### config.mk
export PLATFORM = sky130hd
export DESIGN_NAME = cmh_front
export DESIGN_NICKNAME = d
export VERILOG_FILES = /design/src/design/cmh_pkg.sv /design/src/design/cmh_front.sv
export SDC_FILE = /design/constraint.sdc
export NUM_CORES = 1
export LEC_CHECK = 0
export BUFFER_PORTS_ARGS = -buffer_cell sky130_fd_sc_hd__buf_2
export CAP_MARGIN = 20
export CORE_AREA = 4 4 204 206
export DETAILED_ROUTE_END_ITERATION = 10
export DIE_AREA = 0 0 208 210
export GPL_TIMING_DRIVEN = 1
export HOLD_SLACK_MARGIN = 0.05
export PLACE_DENSITY = 0.65
export RECOVER_POWER = 50
export SLEW_MARGIN = 25
export SYNTH_ARGS = -nofsm -noshare
export SYNTH_HDL_FRONTEND = slang
export SYNTH_SLANG_ARGS = --single-unit
### constraint.sdc
create_clock -name clk -period 7.9 [get_ports clk]
set_input_delay 1.975 -clock clk [delete_from_list [all_inputs] [get_ports clk]]
set_output_delay 1.975 -clock clk [all_outputs]
set_load 0.02 [all_outputs]
### src/design/cmh_pkg.sv
// Shared types, constants and helpers for the canonical minimizer hash block.
// No dependencies.
`default_nettype none
package cmh_pkg;

  localparam int CFG_W = 7;  // clamped k / w value, holds up to 127

  localparam logic [63:0] FNV_BASIS = 64'hcbf2_9ce4_8422_2325;
  localparam logic [8:0]  FNV_PRIME_LO = 9'h1b3;  // prime = 2^40 + 0x1b3
  localparam logic [7:0]  SENTINEL = 8'h5A;       // 'Z'

  typedef enum logic {
    REG_KMER_LEN   = 1'b0,
    REG_WINDOW_LEN = 1'b1
  } cmh_reg_t;

  typedef struct packed {
    logic [CFG_W-1:0] k;
    logic [CFG_W-1:0] w;
  } cmh_cfg_t;

  function automatic logic [7:0] complement(input logic [7:0] b);
    logic [7:0] r;
    case (b)
      8'h41, 8'h61: r = 8'h54;  // A a -> T
      8'h54, 8'h74: r = 8'h41;  // T t -> A
      8'h43, 8'h63: r = 8'h47;  // C c -> G
      8'h47, 8'h67: r = 8'h43;  // G g -> C
      default:      r = b;
    endcase
    return r;
  endfunction

  // One FNV-1a step, byte sign-extended; multiply by 2^40 + 0x1b3.
  function automatic logic [63:0] fnv_step(input logic [63:0] h, input logic [7:0] b);
    logic [63:0] x;
    logic [72:0] p;
    x = h ^ {{56{b[7]}}, b};
    p = x * FNV_PRIME_LO;
    return p[63:0] + {x[23:0], 40'd0};
  endfunction

endpackage
`default_nettype wire

### src/design/cmh_front.sv
// Front end: history shift line, read length count, window issue.
// Depends on cmh_pkg.
`default_nettype none
module cmh_front import cmh_pkg::*; #(
  parameter int MAX_K = 32,
  parameter int MAX_W = 32
) (
  input  wire logic                           clk,
  input  wire logic                           rst,
  input  wire cmh_cfg_t                       cfg,
  input  wire logic                           accept,
  input  wire logic [7:0]                     base,
  input  wire logic                           read_start,
  output logic                                job,
  output logic [(MAX_K+MAX_W-1)*8-1:0]        window
);
  localparam int D = MAX_K + MAX_W - 1;
  localparam int SEEN_W = $clog2(MAX_K + MAX_W);

  logic [7:0]        hist [D];
  logic [SEEN_W-1:0] seen, seen_next;
  logic [SEEN_W:0]   len;

  assign len = (SEEN_W+1)'(cfg.k) + (SEEN_W+1)'(cfg.w) - (SEEN_W+1)'(1);

  always_comb begin
    if (read_start) seen_next = SEEN_W'(1);
    else if (seen == {SEEN_W{1'b1}}) seen_next = seen;
    else seen_next = seen + SEEN_W'(1);
  end

  assign job = accept && ({1'b0, seen_next} >= len);

  // window as it stands after this byte shifts in
  always_comb begin
    for (int i = 0; i < D - 1; i++) window[8*i +: 8] = hist[i+1];
    window[8*(D-1) +: 8] = base;
  end

  always_ff @(posedge clk) begin
    if (rst) begin
      seen <= '0;
    end else if (accept) begin
      seen <= seen_next;
    end
  end

  always_ff @(posedge clk) begin
    if (accept) begin
      for (int i = 0; i < D - 1; i++) hist[i] <= hist[i+1];
      hist[D-1] <= base;
    end
  end
endmodule
`default_nettype wire

==> results.yml <==
timing:
  final.min_clock_period_ps: 6442
  max_freq_mhz: 155.2
  slew_headroom: -1.929
  fin_setup_tns_ps: 0
  setup_viol: 0
  rsz0062_at_grt: "no"
  finalHoldViolCount: 0
  hold_ws_ps: 441.3
  post-route-period-util: 0.8155
  report.final.slew_viol_count: 84
  worst_slew_pin_slew_ps: 4393
  skew_ps: 13.62
  fin_ws_ps: 1458
synth:
  yosys_warnings: 0
  synth_top_area_cell: "edfxtp_1"
  post_synth.cell_area_avg_um2: 25.71
  synth-edff-count: 496
  yosys-top-cells-area: "edfxtp_1 (94%), ha_1 (1.4%), dfxtp_1 (0.76%)"
  synth_cell_types: 36
  synth_top_area_frac: 0.9404
  syn-num-nets: 661
  synthArstFlopShare: 0
  ys.flop_type: "edfxtp_1"
  netlist_area_um2: 15840
  syn_inst: 616
  seq_area_frac_synth: 0.9480
  synth-seq-cells: 502
layout:
  n_antenna_cell: 0
  multiInputGateArea_um2: 644.4
  num-fill-cells: 3250
  regArea_um2: 15010
  syn_to_final_growth_pct: 29.35
  nNetsFinal: 1235
  final_cell_mix: "edfxtp_1 (496), buf_2 (436), clkbuf_1 (106), clkbuf_16 (51), inv_1 (28)"
  drive_above_1_share: 0.4186
  layout_commonest_cell: "edfxtp_1"
routing:
  vias: 8189
  wirelength_um: 38410
  drc: 0
  drtIter0Drc: 556
  ant_nets: 0
  viasPerCell: 4.671
  first_pass_iters: 4
  wire_per_inst_um: 21.91
setup_path:
  reg2reg_slack_ps: 6250
  cp-start-kind: "input port"
  slowest_stage: "fa_1"
  crit_path_max_incr_delay_ps: 410
  cp_top_family: "adder cells"
  worst-path-buf-inv: 4
  crit_path_frequent_cell: "ha_1"
  worstPathCellList: "buf_2 -> inv_1 -> ha_1 -> inv_1 -> ha_1 -> fa_1 -> a21o_1 -> a21oi_1 -> xor2_1 -> ha_1 -> o211a_1 -> a221oi_1 -> nor4_1 -> buf_2"
  cp_data_arrival_time_ps: 4470
  critPathMaxFanout: 3
  reg2regPathDepth: 5
  critPathLaunch: "cfg[8]"
  worst_setup_path_end_kind: "output port"
  r2r-end: "seen[4]"
  reg2reg_from: "seen[1]"
  worst-setup-path-type: "input port to output port"
  crit_required_ps: 5930
  crit_cells: 14
hold_path:
  min-delay-path-class: "register to register"
  worstHoldStart: "hist[6][10]"
  holdPathEnd: "hist[6][2]"
  holdPathStages: 0
cts:
  clockRootBuffer: "clkbuf_16"
  hold_buffers: 0
  cts_setup_buffers: 0
  cts_tree: "built"
  clk_pin_slew_ps: 60
  cts.repair.resized: 0
  h-tree-depth: 2
  cts_buffers: 49
  clk_path_buf_depth: 3
  clk-insertion-delay-late_ps: 560
  cts_sinks: 502
flow_run:
  drv_cap: 1
die:
  die_w_um: 208
  die_h_um: 210
  initial_core_util: 0.3995
  row_count: 73
  core-area_um2: 39640
  die_area_um2: 43680
  pin_count: 531
placement:
  numPortBuffers: 530
  place_ws_ps: 1455
  dp_hpwl_um: 27550
  routabilityCongestion: 0.8467
power_and_ir_drop:
  leakagePower_uw: 0.007917
  peakVddDrop_uv: 255.6
  power_density_nw_per_um2: 282.0
  total_power_uw: 5778
grt:
  grt_max_degree: 181
  grt_pass1_vias: 8191
  grt_overflow_total: 0
  grt_pass1_wl_um: 54970
  antenna_found_initial: 1
  grt_usage: 0.1654
run_status:
  violations: "max-capacitance violations, max-slew violations"
  status: "complete, but fails checks"
-- synth_stat cells (3+ instances only) --
master and instances:
a21oi_1 8, edfxtp_1 496, ha_1 18, xnor2_1 5, nor2_1 5, buf_4 8
o21ai_0 5, dfxtp_1 6, xor2_1 3, inv_1 28, a211oi_1 3
-- layout make-up --
cell class,count,share of cell area
Clock buffer,63,0.06450
Clock inverter,26,0.007757
Inverter,28,0.005130
Multi-Input combinational cell,75,0.03145
Sequential cell,502,0.7329
Tap cell,525,0.03206
Timing Repair Buffer,534,0.1262
-- power by group --
group          switching (µW)  leakage (µW)  internal [µW]  total [µW]
sequential               82.3       0.00490           3110        3190
clock                     941      0.000731           1220        2160
combinational             326       0.00228            109         434
total                    1350       0.00792           4430        5780
-- metrics by stage --
stage,instance area [µm²],instances,util
2_1_floorplan,15840,616,-
3_3_place_gp,19130,1664,0.4825
3_5_place_dp,19130,1664,0.4825
4_1_cts,20610,1753,0.5198
5_1_grt,20490,1753,0.5168
6_report,20490,1753,0.5168
-- worst max-delay path by stage --
stage / endpoint
floorplan: job
global placement: job
detailed placement: job
CTS: job
global route: seen[0]
finish: job
-- cell families after synthesis --
family	share of synthesized area
flip-flops	0.9480
buffers and inverters	0.01130
AO/OA/AOI/OAI	0.01280
adder cells (fa/ha/maj)	0.01548
AND/OR/NAND/NOR	0.006401
XOR/XNOR	0.004424
multiplexers	0.001580
-- sequential cells by signal, summed over array words and instances (netlist names) --
signal,flops
hist,496
seen,6
-- layer usage --
| layer | GRT usage | wire length (µm) | part of all wire |
|---|---|---|---|
| met1 | 0.2028 | 14380 | 0.37 |
| met2 | 0.2717 | 18650 | 0.49 |
| met3 | 0.07159 | 4693 | 0.12 |
| met4 | 0.04643 | 687 | 0.018 |
| met5 | 0 | 0 | 0 |
Power figures use the tool's default switching activity.
