<file path="src/design/cmh_pkg.sv">
// Shared types, constants and helpers for the canonical minimizer hash block.
// No dependencies.
`default_nettype none
package cmh_pkg;

  localparam int CFG_W = 7;  // clamped k / w value, holds up to 127

  localparam logic [63:0] FNV_BASIS = 64'hcbf2_9ce4_8422_2325;
  localparam logic [8:0]  FNV_PRIME_LO = 9'h1b3;  // prime = 2^40 + 0x1b3
  localparam logic [7:0]  SENTINEL = 8'h5A;       // 'Z'

  typedef enum logic {
    REG_KMER_LEN   = 1'b0,
    REG_WINDOW_LEN = 1'b1
  } cmh_reg_t;

  typedef struct packed {
    logic [CFG_W-1:0] k;
    logic [CFG_W-1:0] w;
  } cmh_cfg_t;

  function automatic logic [7:0] complement(input logic [7:0] b);
    logic [7:0] r;
    case (b)
      8'h41, 8'h61: r = 8'h54;  // A a -> T
      8'h54, 8'h74: r = 8'h41;  // T t -> A
      8'h43, 8'h63: r = 8'h47;  // C c -> G
      8'h47, 8'h67: r = 8'h43;  // G g -> C
      default:      r = b;
    endcase
    return r;
  endfunction

  // One FNV-1a step, byte sign-extended; multiply by 2^40 + 0x1b3.
  function automatic logic [63:0] fnv_step(input logic [63:0] h, input logic [7:0] b);
    logic [63:0] x;
    logic [72:0] p;
    x = h ^ {{56{b[7]}}, b};
    p = x * FNV_PRIME_LO;
    return p[63:0] + {x[23:0], 40'd0};
  endfunction

endpackage
`default_nettype wire

</file>
<file path="src/design/cmh_queue.sv">
// Two-entry queue of windows between front and back end.
// Depends on cmh_pkg (style only).
`default_nettype none
module cmh_queue import cmh_pkg::*; #(
  parameter int DW = 504
) (
  input  wire logic          clk,
  input  wire logic          rst,
  input  wire logic          wr,
  input  wire logic [DW-1:0] wdata,
  output logic               full,
  input  wire logic          rd,
  output logic               nonempty,
  output logic [DW-1:0]      rdata
);
  logic [DW-1:0] mem [2];
  logic          wp, rp;
  logic [1:0]    cnt;

  assign full = cnt == 2'd2;
  assign nonempty = cnt != 2'd0;
  assign rdata = mem[rp];

  always_ff @(posedge clk) begin
    if (wr) mem[wp] <= wdata;
  end

  always_ff @(posedge clk) begin
    if (rst) begin
      wp <= 1'b0;
      rp <= 1'b0;
      cnt <= 2'd0;
    end else begin
      if (wr) wp <= ~wp;
      if (rd) rp <= ~rp;
      cnt <= cnt + 2'(wr) - 2'(rd);
    end
  end
endmodule
`default_nettype wire

</file>
<file path="config.mk">
export PLATFORM = sky130hd
export DESIGN_NAME = cmh_queue
export DESIGN_NICKNAME = d
export VERILOG_FILES = /design/src/design/cmh_pkg.sv /design/src/design/cmh_queue.sv
export SDC_FILE = /design/constraint.sdc
export NUM_CORES = 1
export LEC_CHECK = 0
export CAP_MARGIN = 40
export CORE_AREA = 2 2 399 401
export DETAILED_ROUTE_END_ITERATION = 12
export DIE_AREA = 0 0 401 403
export DONT_BUFFER_PORTS = 1
export GPL_ROUTABILITY_DRIVEN = 0
export HOLD_SLACK_MARGIN = 0.15
export PLACE_DENSITY = 0.44
export REMOVE_ABC_BUFFERS = 1
export SETUP_SLACK_MARGIN = 0.1
export SLEW_MARGIN = 20
export SYNTH_ARGS = -nofsm -noshare
export SYNTH_HDL_FRONTEND = slang
export SYNTH_SLANG_ARGS = --single-unit
</file>
<file path="constraint.sdc">
create_clock -name clk -period 22.7 [get_ports clk]
set_clock_uncertainty 0.15 [all_clocks]
set_input_delay 1.135 -clock clk [delete_from_list [all_inputs] [get_ports clk]]
set_output_delay 1.135 -clock clk [all_outputs]
set_load 0.01 [all_outputs]
</file>
==> impl_metrics.csv <==
group,metric,value,unit
status,run_status,"finished clean",
timing,worst_pin_slew,0.7625,ns
worst_setup_path,crit_type,"register to output port",
die,die_area,161600,sq um
detailed_routing,dr.pass1.iters,4,
clocking,post_cts_buffers,0,
logic_synthesis,ys_seq_area_share,82.59,%
power,clockPowerShare,39.2,%
clocking,ctsHoldBuffers,0,
worst_setup_path,r2r-start,"wp",
die,die_y,403,microns
clocking,clockBufferDepth,3,
global_route,grt_max_degree,75,
worst_setup_path,start_kind,"register",
min_path,hold_path_class,"primary input to register",
detailed_routing,drt_iter0_drc,890,
die,fp-row-count,146,
die,initial_core_util,23.35,%
timing,post-route-period-util,25.46,%
placed_design,port_buffers,0,
logic_synthesis,yosysWarnings,0,
die,pin_count,1014,
clocking,clock-root-buffer,"clkbuf_16",
detailed_routing,wl_met2,47640,microns
power,swShare,22.61,%
clocking,cts_tree,"done",
placed_design,place_ws,17.05,ns
layout,antenna_cells,0,
clocking,path_clk_slew,0.06,ns
global_route,grt_pass1_wl,124800,microns
layout,final_cells,3834,
timing,fmax,0.1730,GHz
logic_synthesis,synth_cell_types,13,
worst_setup_path,worst_setup_path_end_kind,"output port",
clocking,clk_latency,0.69,ns
detailed_routing,vias,15260,
detailed_routing,top_layer,"met4",
layout,nNetsFinal,2191,
timing,maxSlewViolCount,0,
power,ir_worst_vdd,70.15,uV
detailed_routing,wl_per_cell,23.83,microns
layout,fillCellCount,15550,
clocking,numCtsBuffers,105,
flow_run,max_cap_violations,0,
die,coreArea,157500,sq um
worst_setup_path,worst_ep_required_time,21.42,ns
timing,setup_slack,16.92,ns
detailed_routing,route.antenna.remaining_nets,0,
detailed_routing,wl_met3,11480,microns
die,die_w,401,microns
global_route,grt_pass1_vias,15980,
power,power_switching,0.9503,mW
worst_setup_path,cp.arrival,4.49,ns
power,p_int,3.252,mW
timing,max_slew_margin,49.17,%
placed_design,place_inst,3636,
logic_synthesis,ys_seq_elements,1013,
clocking,h-tree-depth,3,
logic_synthesis,synth_area,36770,sq um
detailed_routing,met1Wirelength,29560,microns
clocking,ctsResizeCount,0,
layout,drive_gt1_share,39.22,%
global_route,antenna_found_initial,4,
detailed_routing,vias_per_cell,3.981,
power,powerDensity,98.48,nW/um^2
power,combPwrFrac,8.2,%
min_path,hp-start,"rst",
logic_synthesis,synthCells,1589,
timing,rsz0062_at_grt,"no",
timing,final.min_clock_period,5.779,ns
placed_design,dp_hpwl,66070,microns
timing,setup_viol,0,
global_route,grt_usage,10.78,%
layout,synthToLayoutAreaGrowth,16.05,%
timing,hold_violations,0,
worst_setup_path,crit_fanout,64,
detailed_routing,drc_errors,0,
detailed_routing,wl,91360,microns
power,sequentialPowerShare,52.7,%
clocking,cts.sinks,1013,
timing,whs,0.3507,ns
global_route,grt_overflow,0,
power,leakage,13.36,nW
logic_synthesis,synth.avg_cell_area,23.14,sq um
[flip-flops by register name, summed over array words and instances, names as in the netlist, named ones only]
signal	flops
mem	1008
cnt	2
rp	1
wp	1
[layout by cell type, fill, tap and decap left out]
| cell type | count |
|---|---|
| dfxtp_1 | 4 |
| dfxtp_4 | 1 |
| mux2_2 | 504 |
| edfxtp_1 | 1008 |
| buf_12 | 3 |
| inv_16 | 4 |
| nor2b_4 | 1 |
| clkinv_2 | 16 |
| clkinv_4 | 2 |
| nor2_1 | 4 |
| and2_4 | 1 |
| clkbuf_16 | 105 |
| clkbuf_1 | 23 |
| inv_6 | 1 |
| ha_1 | 2 |
| xnor3_1 | 1 |
| bufinv_16 | 8 |
| clkinv_1 | 23 |
| inv_1 | 2 |
| xnor2_1 | 2 |
| or2_2 | 1 |
| buf_16 | 14 |
| buf_4 | 24 |
| inv_8 | 1 |
| nor2b_1 | 2 |
| clkinvlp_4 | 5 |
[cells by family after synthesis]
| group | count (synthesis) | share of synthesized area (%) |
|---|---|---|
| xor gates and xnor gates | 3 | 0.1089 |
| buffers and inverters | 58 | 1.667 |
| muxes | 504 | 15.44 |
| and+or+nand+nor | 9 | 0.1259 |
| adders and majority gates | 2 | 0.06805 |
| DFF | 1013 | 82.59 |
[worst paths after layout]
| kind | end | slack [ns] | cells after the start |
|---|---|---|---|
| worst min register to register | rp | 0.37 | 2 |
| worst max-delay path | rdata[404] | 16.92 | 8 |
| worst max register to register | mem[0][172] | 18.77 | 8 |
| worst min-delay path | rp | 0.35 | 1 |
[cells in the mapped netlist]
| library cell | count | area share (%) |
|---|---|---|
| or2_2 | 1 | 0.017 |
| inv_1 | 2 | 0.020 |
| edfxtp_1 | 1008 | 82 |
| xnor2_1 | 2 | 0.048 |
| buf_6 | 52 | 1.6 |
| nor2_1 | 4 | 0.041 |
| and2_1 | 1 | 0.017 |
| dfxtp_1 | 5 | 0.27 |
| mux2_2 | 504 | 15 |
| ha_1 | 2 | 0.068 |
| xnor3_1 | 1 | 0.061 |
| buf_2 | 4 | 0.054 |
| nor2b_1 | 3 | 0.051 |
[power by group through the flow]
stage                     logic (mW)  clock network [mW]  registers [mW]
after global routing           0.364                1.77            2.22
after detailed placement       0.342                   0            2.25
after CTS                      0.344                1.71            2.22
final                          0.343                1.65            2.21
after floorplan                0.277                   0            2.35
after global placement         0.333                   0            2.25
[cell type report]
cell class                      count  area (sq um)  share of cell area [%]
Clock inverter                     60         561.8                   1.317
Clock buffer                      128          2714                   6.360
Inverter                            2         7.507                 0.01759
Sequential cell                  1013         30370                   71.18
Tap cell                         2072          2592                   6.076
Timing Repair Buffer               41         625.6                   1.466
Multi-Input combinational cell    518          5797                   13.58
[metal layers]
layer / global-route usage [%] / vias up
li1: - / 6552
met1: 10.26 / 7822
met2: 19.16 / 739
met3: 6.023 / 151
met4: 4.217 / 0
met5: 0 / -
[critical path, stage by stage (launching register included)]
cell and delay, ns:
dfxtp_4 0.77, buf_4 0.28, buf_16 0.28, buf_4 0.48, buf_12 0.29, buf_4 0.48
buf_4 0.31, buf_16 0.29, mux2_2 0.42
[per-stage QoR]
step	utilization, %	setup TNS, ns	area, sq um	power [mW]
5_1_grt	27.10	0	42670	4.360
3_5_place_dp	24.84	0	39120	2.597
2_1_floorplan	-	-825.14	36160	2.624
6_report	27.10	0	42670	4.202
3_3_place_gp	24.74	0	38950	2.585
4_1_cts	26.92	0	42400	4.267
No activity file was read; power rests on OpenSTA's default activity.
