==> src/design/cmh_pkg.sv <==
// Shared types, constants and helpers for the canonical minimizer hash block.
// No dependencies.
`default_nettype none
package cmh_pkg;

  localparam int CFG_W = 7;  // clamped k / w value, holds up to 127

  localparam logic [63:0] FNV_BASIS = 64'hcbf2_9ce4_8422_2325;
  localparam logic [8:0]  FNV_PRIME_LO = 9'h1b3;  // prime = 2^40 + 0x1b3
  localparam logic [7:0]  SENTINEL = 8'h5A;       // 'Z'

  typedef enum logic {
    REG_KMER_LEN   = 1'b0,
    REG_WINDOW_LEN = 1'b1
  } cmh_reg_t;

  typedef struct packed {
    logic [CFG_W-1:0] k;
    logic [CFG_W-1:0] w;
  } cmh_cfg_t;

  function automatic logic [7:0] complement(input logic [7:0] b);
    logic [7:0] r;
    case (b)
      8'h41, 8'h61: r = 8'h54;  // A a -> T
      8'h54, 8'h74: r = 8'h41;  // T t -> A
      8'h43, 8'h63: r = 8'h47;  // C c -> G
      8'h47, 8'h67: r = 8'h43;  // G g -> C
      default:      r = b;
    endcase
    return r;
  endfunction

  // One FNV-1a step, byte sign-extended; multiply by 2^40 + 0x1b3.
  function automatic logic [63:0] fnv_step(input logic [63:0] h, input logic [7:0] b);
    logic [63:0] x;
    logic [72:0] p;
    x = h ^ {{56{b[7]}}, b};
    p = x * FNV_PRIME_LO;
    return p[63:0] + {x[23:0], 40'd0};
  endfunction

endpackage
`default_nettype wire

==> src/design/cmh_back.sv <==
// Back end: scans the k-mers of one window for both minima, then hashes the
// smaller one a byte per cycle, or drops the window when both tie. Depends on cmh_pkg.
`default_nettype none
module cmh_back import cmh_pkg::*; #(
  parameter int MAX_K = 32,
  parameter int MAX_W = 32
) (
  input  wire logic                           clk,
  input  wire logic                           rst,
  input  wire cmh_cfg_t                       cfg,
  input  wire logic                           q_nonempty,
  input  wire logic [(MAX_K+MAX_W-1)*8-1:0]   q_data,
  output logic                                q_rd,
  output logic                                res_valid,
  output logic [63:0]                         res_hash,
  input  wire logic                           res_take
);
  localparam int D = MAX_K + MAX_W - 1;
  localparam int MKW = (MAX_K > MAX_W) ? MAX_K : MAX_W;
  localparam int CNT_W = $clog2(MKW + 1);
  localparam int SH_W = $clog2(8 * MAX_K + 1);

  typedef enum logic [5:0] {
    ST_IDLE  = 6'b000001,
    ST_SCAN  = 6'b000010,
    ST_ALIGN = 6'b000100,
    ST_CMP   = 6'b001000,
    ST_HASH  = 6'b010000,
    ST_DONE  = 6'b100000
  } state_t;

  state_t                 state;
  logic [D*8-1:0]         win;
  logic [MAX_K*8-1:0]     fwd, rev, cand_f, cand_r, sent_f, sent_r;
  logic [63:0]            h;
  logic [CNT_W-1:0]       cnt;
  logic [SH_W-1:0]        pad_sh;
  logic                   load_res;

  assign pad_sh = SH_W'((MAX_K - int'(cfg.k)) * 8);

  // k-mer ending at the top of win, big-endian, leading pad bytes zero
  always_comb begin
    for (int a = 0; a < MAX_K; a++) begin
      if (a < MAX_K - int'(cfg.k)) begin
        cand_f[8*(MAX_K-1-a) +: 8] = 8'd0;
        sent_f[8*(MAX_K-1-a) +: 8] = 8'd0;
      end else begin
        cand_f[8*(MAX_K-1-a) +: 8] = win[8*(D-MAX_K+a) +: 8];
        sent_f[8*(MAX_K-1-a) +: 8] = SENTINEL;
      end
      sent_r[8*(MAX_K-1-a) +: 8] = (a < int'(cfg.k)) ? SENTINEL : 8'd0;
    end
    // reverse complement lands left-aligned; pad bytes stay zero
    for (int q = 0; q < MAX_K; q++)
      cand_r[8*(MAX_K-1-q) +: 8] = complement(cand_f[8*q +: 8]);
  end

  assign q_rd = (state == ST_IDLE) && q_nonempty;
  assign load_res = (state == ST_DONE) && (!res_valid || res_take);

  always_ff @(posedge clk) begin
    if (rst) begin
      res_valid <= 1'b0;
    end else if (load_res) begin
      res_valid <= 1'b1;
    end else if (res_take) begin
      res_valid <= 1'b0;
    end
  end

  always_ff @(posedge clk) begin
    if (rst) begin
      state <= ST_IDLE;
      cnt <= '0;
    end else begin
      unique case (state)
        ST_IDLE: begin
          if (q_nonempty) begin
            win <= q_data;
            fwd <= sent_f;
            rev <= sent_r;
            cnt <= '0;
            state <= ST_SCAN;
          end
        end
        ST_SCAN: begin
          if (cand_f < fwd) fwd <= cand_f;
          if (cand_r < rev) rev <= cand_r;
          win <= win << 8;
          cnt <= cnt + CNT_W'(1);
          if (cnt == CNT_W'(cfg.w - CFG_W'(1))) state <= ST_ALIGN;
        end
        ST_ALIGN: begin
          fwd <= fwd << pad_sh;
          state <= ST_CMP;
        end
        ST_CMP: begin
          if (fwd == rev) begin
            state <= ST_IDLE;
          end else begin
            if (rev < fwd) fwd <= rev;
            h <= FNV_BASIS;
            cnt <= '0;
            state <= ST_HASH;
          end
        end
        ST_HASH: begin
          h <= fnv_step(h, fwd[8*MAX_K-1 -: 8]);
          fwd <= fwd << 8;
          cnt <= cnt + CNT_W'(1);
          if (cnt == CNT_W'(cfg.k - CFG_W'(1))) state <= ST_DONE;
        end
        ST_DONE: begin
          if (load_res) begin
            res_hash <= h;
            state <= ST_IDLE;
          end
        end
        default: state <= ST_IDLE;
      endcase
    end
  end
endmodule
`default_nettype wire

==> config.mk <==
export PLATFORM = sky130hd
export DESIGN_NAME = cmh_back
export DESIGN_NICKNAME = d
export VERILOG_FILES = /design/src/design/cmh_pkg.sv /design/src/design/cmh_back.sv
export SDC_FILE = /design/constraint.sdc
export NUM_CORES = 2
export LEC_CHECK = 0
export ABC_AREA = 1
export BUFFER_PORTS_ARGS = -buffer_cell sky130_fd_sc_hd__buf_2
export CORE_ASPECT_RATIO = 1.5
export CORE_UTILIZATION = 30
export DETAILED_ROUTE_END_ITERATION = 12
export PLACE_DENSITY = 0.53
export SYNTH_ARGS = -nofsm -noshare
export SYNTH_HDL_FRONTEND = slang
export SYNTH_SLANG_ARGS = --single-unit
==> constraint.sdc <==
create_clock -name clk -period 59.5 [get_ports clk]
set_clock_uncertainty 0.1 [all_clocks]
set_input_delay 14.875 -clock clk [delete_from_list [all_inputs] [get_ports clk]]
set_output_delay 14.875 -clock clk [all_outputs]
set_load 0.01 [all_outputs]
==> results.md <==
* Outcome: complete, but fails checks
* Failing checks: max-capacitance violations, max-slew violations
* Hold buffer count at cts at 0
* Post-route ant nets at 0
* Crit end category: output pin
* Largest net degree at the start of global routing at between 150 and 200
* Chip Width at roughly 460 um
* GP Congestion at about 1.1
* Reg2Reg Setup Slack at between 50 and 60 ns
* Worst R2R Path Depth at 27
* Post-synthesis register bit count at approximately 1,200
* Avg Synthesized Cell Area at around 8 um^2
* Max Root-Sink Buffers at 4
* Setup WS post-layout at roughly 25 ns
* Dpl ws at 25.50 ns
* DRC violations left at 0
* Synth area leader: edfxtp_1
* CTS tree: yes
* Top post-synthesis cells by area: edfxtp_1, ha_1, nand2_1, inv_1, fa_1
* Hold Path Stages at 0
* Worst Hold Endpoint: res_hash[14]
* Starting Density at a little under a third
* Hold WS at approximately 0.32 ns
* Distinct cells, synth at just over 80
* Grt ovf at 0
* Slew Viols, Final at 3
* # placed instances at roughly 16,000
* Post-CTS sizing at 0
* Filler cells at about 33,000
* Vias at 89,000
* DP HPWL at approximately 430,000 um
* Post-synth top area share at a little over a third
* Cells after Synth at roughly 12,000
* WP data arrival at 19.31 ns
* Area of the core at around 0.31 mm^2
* Mapped Nets at roughly 13,000
* Fin Setup TNS at 0 ns
* H-tree levels at 4
* CTS Buf Count at roughly 150
* Met2 GRT Util at between 50% and 60%
* Util after Layout at roughly 34%
* Clk sinks at roughly 1,200
* Row count at 251
* Register area share after synthesis at between 30% and 40%
* Max VDD drop at approximately 120 uV
* Type of the worst setup path: in2out
* Synthesis Warnings at 0
* Min-Delay Startpoint: h[14]
* First-pass GRT wire length at between 700,000 and 800,000 um
* Req. time, crit path at between 40 and 50 ns
* Synth Cell Area at around 0.094 mm^2
* Die H at between 600 and 700 um
* Clk slew on worst S/H paths at around 0.060 ns
* MaxCap Viol Count at 1
* Clock Tree Root: clkbuf_16
* Vias per Instance at between 5 and 6
* RR Startpoint: fwd[255]
* Proportion of layout cells with a drive suffix above 1 at 9.78%
* Pwr dens at 73.0 mW/mm^2
* Fin crit period at 34.28 ns
* RR Endpoint: h[53]
* Final Hold Viols at 0
* Post-synth top flop: edfxtp_1
* Fin crit share at roughly 58%
* Setup repair bufs after CTS at 0
* Crit Path Max Fanout at 71
* NumNets Final at between 10,000 and 15,000
* DIE AREA at ~0.32 mm^2
* Post-route insts no fill at approximately 16,000
* DRT iter0 DRCs at 9,006
* Final setup fails at 0
* RSZ-0062 raised after global routing: no
* Initial antenna violation count at 80
* GR Layer Usage met1 at 34.5%
* Worst slew pin tran at ~1.5 ns
* Relative slew margins at -1.75%
* Wire per inst at 32.4 um
* WL final at 530,000 um
* Global Route met3 Usage at slightly above 6%
* Worst-skew pair later-pin latency at ~0.94 ns
* Vias in the first global route at between 80,000 and 90,000
* Port Buffers at slightly below 600
* Async S/R FF share, synth at 0%
* Tot GR Track Use at between 30% and 40%
* Setup crit start kind: input pin
* First-pass DRT Iterations at 6
* Leakage at ~49 nW
* Global routing's busiest layer: met2
* Worst hold path type: reg2reg
* Post-synth EDFFs at 1,144
* IO Pins at around 590
* Synthesis-to-finish area growth at 13.9%
* Fmax at 29.2 MHz
[report_power, final]
group	internal, mW	switching (mW)	total (mW)
combinational	1.77	3.82	5.59
clock	0.511	0.406	0.916
sequential	1.19	0.128	1.32
[cell usage after synthesis, types with 107 or more instances]
| cell | n |
|---|---|
| nand2_1 | 2889 |
| inv_1 | 1553 |
| edfxtp_1 | 1144 |
| o21ai_0 | 970 |
| nor2_1 | 932 |
| ha_1 | 917 |
| a21oi_1 | 723 |
| clkbuf_1 | 396 |
| o22ai_1 | 254 |
| fa_1 | 248 |
| nand3_1 | 223 |
| mux2i_1 | 217 |
| nor3_1 | 122 |
| nand4_1 | 107 |
[layout by cell type (no fill, tap or decap), drive strengths merged, types with 14 or more instances in the layout]
master / n
o21ai: 986
or2: 26
a31oi: 30
o21a: 30
inv: 1594
clkinv: 52
nor3: 126
o221ai: 91
nand4: 107
diode: 31
a221oi: 24
edfxtp: 1144
nor4: 51
o2111ai: 67
mux2i: 217
clkbuf: 167
ha: 917
o22ai: 254
o21bai: 15
o211ai: 95
xnor2: 20
clkinvlp: 14
xor2: 77
nor2: 950
buf: 803
a211oi: 67
nand2: 2901
a21oi: 737
nand3: 226
fa: 248
[cell families after synthesis]
group | share of synthesized area, %
xor gates and xnor gates | 0.902
muxes | 2.31
adders and majority gates | 17.5
buffers and inverters | 8.34
AOI/OAI and AO/OA | 15.1
DFF | 36.8
and+or+nand+nor | 19.1
[metal layers]
metal / part of all wire (%) / wire [um] / up-vias
met2: 47 / 249000 / 4128
met1: 35 / 184000 / 42800
met3: 6.4 / 33900 / 1431
met4: 12 / 62400 / 70
li1: - / - / 40500
met5: 0.075 / 400 / -
[stage by stage]
stage                     power [mW]  instance area, um^2
final                           7.83               107000
after global routing            8.46               107000
after CTS                       7.78               107000
after floorplan                 5.12                94200
after detailed placement        6.83               102000
after global placement          6.81               102000
[critical path, cell delays in order]
cell	delay, ns
buf_2	0.55
nor2_8	0.09
nand2_2	0.33
nand2_2	0.15
nand2_8	0.45
inv_6	0.28
nand2_1	0.16
nand3_1	0.09
o41ai_1	0.98
o221ai_1	0.27
nor2_1	0.29
inv_1	0.11
nor2_1	0.39
buf_2	0.22
[registers in the layout, indices dropped and copies added (netlist names)]
name / count
win: 504
res_valid: 1
fwd: 256
h: 64
state: 6
res_hash: 64
rev: 256
cnt: 6
[worst max path at each step]
stage / from / to / slack, ns / depth (start not counted)
2_1_floorplan: cfg[7] / win[0] / 20.09 / 14
3_3_place_gp: cfg[9] / q_rd / 25.52 / 14
3_5_place_dp: cfg[9] / q_rd / 25.50 / 14
4_1_cts: cfg[9] / q_rd / 25.48 / 14
5_1_grt: cfg[7] / q_rd / 25.30 / 14
6_report: cfg[9] / q_rd / 25.22 / 14
[final cells by class]
| class | count | area, um^2 | area share [%] |
|---|---|---|---|
| diodes | 31 | 77.6 | 0.0723 |
| clock buffers | 165 | 3750 | 3.49 |
| clock inverters | 83 | 846 | 0.789 |
| inverters | 1590 | 6000 | 5.59 |
| multi-input cells | 8380 | 52000 | 48.4 |
| flip-flops and latches | 1157 | 34600 | 32.3 |
| well taps | 4174 | 5220 | 4.87 |
| repair buffers | 805 | 4790 | 4.47 |
No activity file was read; power rests on OpenSTA's default activity.
